### config.mk
export PLATFORM = sky130hd
export DESIGN_NAME = tvo_mul
export DESIGN_NICKNAME = d
export VERILOG_FILES = /design/src/tvo_mul.sv
export SDC_FILE = /design/constraint.sdc
export NUM_CORES = 2
export LEC_CHECK = 0
export BUFFER_PORTS_ARGS = -buffer_cell sky130_fd_sc_hd__buf_2
export CORE_ASPECT_RATIO = 0.8
export CORE_MARGIN = 1.5
export CORE_UTILIZATION = 30
export CTS_CLUSTER_SIZE = 8
export DETAILED_ROUTE_END_ITERATION = 10
export SYNTH_ARGS = -nofsm -noshare
export SYNTH_HDL_FRONTEND = slang
export SYNTH_SLANG_ARGS = --single-unit
### constraint.sdc
create_clock -name clk -period 10.4 [get_ports clk]
set_clock_uncertainty 0.15 [all_clocks]
set_input_delay 0.52 -clock clk [delete_from_list [all_inputs] [get_ports clk]]
set_output_delay 0.52 -clock clk [all_outputs]
set_load 0.02 [all_outputs]
### src/tvo_mul.sv
// Two-stage unsigned multiplier built from four registered half-width partial products.
`default_nettype none
module tvo_mul #(
  parameter int WA = 38,
  parameter int WB = 38
) (
  input  logic             clk,
  input  logic             en,
  input  logic [WA-1:0]    a,
  input  logic [WB-1:0]    b,
  output logic [WA+WB-1:0] p
);
  localparam int AL = WA / 2;
  localparam int AH = WA - AL;
  localparam int BL = WB / 2;
  localparam int BH = WB - BL;
  localparam int WP = WA + WB;

  logic [AL+BL-1:0] ll_r;
  logic [AL+BH-1:0] lh_r;
  logic [AH+BL-1:0] hl_r;
  logic [AH+BH-1:0] hh_r;
  logic [WP-1:0]    p_r;

  always_ff @(posedge clk) begin
    if (en) begin
      ll_r <= a[AL-1:0] * b[BL-1:0];
      lh_r <= a[AL-1:0] * b[WB-1:BL];
      hl_r <= a[WA-1:AL] * b[BL-1:0];
      hh_r <= a[WA-1:AL] * b[WB-1:BL];
      p_r  <= WP'(ll_r) + (WP'(lh_r) << BL) + (WP'(hl_r) << AL) + (WP'(hh_r) << (AL + BL));
    end
  end

  assign p = p_r;
endmodule
`default_nettype wire

==> key figures <==
Die
  – Cell Rows: 144
  – Die area: 0.196 mm2
  – Die width: 494 um
  – I/O pins: 154
  – Die Ht: 396 um
  – Initial core utilization: 30.1%
  – Core area: 0.192 mm2

STA
  – Unrepaired setup endpoints after global routing: no
  – Count of final setup violators: 0
  – Total negative slack: 0 ns
  – Final Hold Fails: 0
  – Final min period: 7.47 ns
  – Tcrit/Tclk final: 71.8%
  – Fmax: 134 MHz
  – Slew Limit Fails: 0
  – Worst-margin pin slew: 1.20 ns
  – Slew Limit Headroom: 20.3%

Placed design
  – Port Buffers: 153
  – Final GP Congestion: 0.896
  – Hpwl dp: 126 mm

Yosys
  – Synth top area share: 41.2%
  – Post-Synth Simple-Gate Area: 15.6%
  – Sequential area share after synthesis: 11.8%
  – Synth Area in XOR/XNOR: 2.68%
  – Yosys top cell by area: fa_1
  – Flops & latches, synth: 228
  – Synth Area in Compound Gates: 5.66%
  – Mux contribution to synthesized area: 0%
  – Post-synth top flop: edfxtp_1
  – Dominant cells by area after synthesis: fa_1 41%, edfxtp_1 12%, ha_1 11%
  – Ys async rst share: 0%
  – Netlist cell types: 70
  – Post-Syn Nets: 8,007
  – Synth Instances: 6,208
  – Number of flops mapped to enable cells by yosys: 228
  – Adder-Cell Fraction of Synth Area: 52.6%
  – Main combinational cell family by area after synthesis: adder cells
  – Syn_area_per_cell: 9.33 um2
  – Synthesis Warnings: 0
  – Mapped Area: 0.0579 mm2

Worst hold path
  – WHS Endpoint: p[3]
  – Hold WC Path Type: reg2reg
  – Hold depth: 0
  – HP Start: ll_r[3]

CTS
  – CTS hold repair buffers: 0
  – H-tree depth: 2
  – PostCTS Resize Cnt: 0
  – Worst-Skew Late Latency: 0.59 ns
  – Clock root buffer master: clkbuf_16
  – Worst-path clk slew: 0.06 ns
  – Post-CTS Setup Bufs: 0
  – CTS sink count: 228
  – CTS Buf Count: 36
  – Max clock buf depth: 3
  – CTS tree: done

Setup path
  – Reg2reg setup slack: 5.84 ns
  – Setup crit end kind: flip-flop
  – Reg2Reg Depth: 13
  – Critical path buffer and inverter count: 5
  – CP Launch Type: input pin
  – Critical path peak fanout: 20
  – Worst EP required: 10.59 ns
  – Kind of critical path: in2reg
  – R2r startpoint: ll_r[20]
  – Worst EP arrival: 7.66 ns
  – Worst path most repeated cell: fa_1
  – Cell family with most CP delay: adder cells
  – Critical path cell sequence: buf_2 -> buf_4 -> nand2_1 -> fa_1 -> inv_1 -> fa_1 -> inv_1 -> fa_1 -> fa_1 -> fa_1 -> fa_1 -> inv_1 -> ha_1 -> nand3_1 -> nor4_1 -> o32a_1 -> a41oi_1 -> o21ai_0 -> a31oi_1 -> a221oi_1 -> xnor2_1
  – Slowest CP cell: o21ai_0
  – CP max stage delay: 0.61 ns
  – Reg2reg end: p[68]

Final layout
  – Final nets: 7,925
  – Commonest cells after routing, fill and taps aside: 1,461 x inv_1, 1,191 x fa_1, 775 x nand2_1
  – Area grow syn2layout: 7.17%
  – Layout cells sized above 1: 4.37%
  – Commonest non-fill, non-tap cell in the layout: inv_1

GRT
  – Tot GR Track Use: 17.0%
  – Global-route wire length before repair: 258 mm
  – Grt total ovfl: 0
  – Number of global-route vias before repair: 44,176
  – Largest net degree at the start of global routing: 114
  – Initial antenna violation count: 18

Detailed routing
  – Final ANT Viol Nets: 0
  – Detailed Route WL: 163 mm
  – DR WL/cell: 18.8 um
  – DR DRC count: 0
  – Vias: 41,044
  – 1st-pass router iterations: 6
  – DRT iter0 DRCs: 2,928
  – Vias per cell: 4.72

Status
  – Status: finished, final reports clean

Run
  – Number of max-cap violations: 0
## worst max-delay path by stage
| stage | slack (ns) | to | cells after the start | start |
|---|---|---|---|---|
| final | 2.93 | lh_r[37] | 21 | a[8] |
| after floorplan | 3.73 | hl_r[37] | 24 | b[10] |
| after global placement | 2.51 | lh_r[37] | 21 | a[8] |
| after global routing | 2.60 | lh_r[37] | 21 | a[8] |
| after detailed placement | 2.45 | lh_r[37] | 21 | a[8] |
| after CTS | 3.05 | ll_r[36] | 22 | a[4] |
## metal layers
| metal | track usage [%] | vias to the layer above | share of wire [%] | routed length, um |
|---|---|---|---|---|
| li1 | - | 18365 | - | - |
| met2 | 27.3 | 1446 | 45 | 73500 |
| met5 | 0 | - | 0.029 | 48 |
| met3 | 3.69 | 213 | 8.3 | 13500 |
| met1 | 23.3 | 21012 | 45 | 72900 |
| met4 | 3.89 | 8 | 2.2 | 3530 |
## through the flow
step / worst slack (ns) / util (%) / area (um2) / hold slack, ns / instances
floorplan: 3.73 / - / 57900 / 0.250 / 6208
global placement: 2.51 / 31.8 / 61100 / 0.259 / 8643
detailed placement: 2.45 / 31.8 / 61100 / 0.255 / 8643
CTS: 3.05 / 32.3 / 62100 / 0.266 / 8690
global route: 2.60 / 32.3 / 62100 / 0.272 / 8693
finish: 2.93 / 32.3 / 62100 / 0.265 / 8695
## final cells by class
cell class	count	area, um2
Fill cell	19737	130000
Multi-Input combinational cell	4188	44400
Sequential cell	228	6850
Inverter	1462	5490
Tap cell	2555	3200
Timing Repair Buffer	210	1200
Clock buffer	41	920
Clock inverter	6	72.6
Antenna cell	5	12.5
## cell usage after synthesis, types with 32 or more instances
| master | number |
|---|---|
| ha_1 | 530 |
| inv_1 | 1461 |
| a21o_1 | 103 |
| nand3_1 | 32 |
| clkbuf_1 | 325 |
| nor2_1 | 66 |
| xor2_1 | 72 |
| xnor2_1 | 105 |
| a21oi_1 | 166 |
| o21ai_0 | 79 |
| nand2_1 | 775 |
| edfxtp_1 | 228 |
| fa_1 | 1191 |
| and2_1 | 762 |
## registers in the layout, indices dropped and copies added (netlist names)
register and flops:
p 76, hh_r 38, hl_r 38, lh_r 38, ll_r 38
## cell families after synthesis
kind of cell / count (synthesis)
AND/OR/NAND/NOR: 1780
buffers and inverters: 1792
XOR/XNOR: 177
AO/OA/AOI/OAI: 510
adder cells (fa/ha/maj): 1721
flip-flops: 228
Power is not shown: default switching activity piles up to over one toggle a cycle in this logic, so the estimate is an artifact.
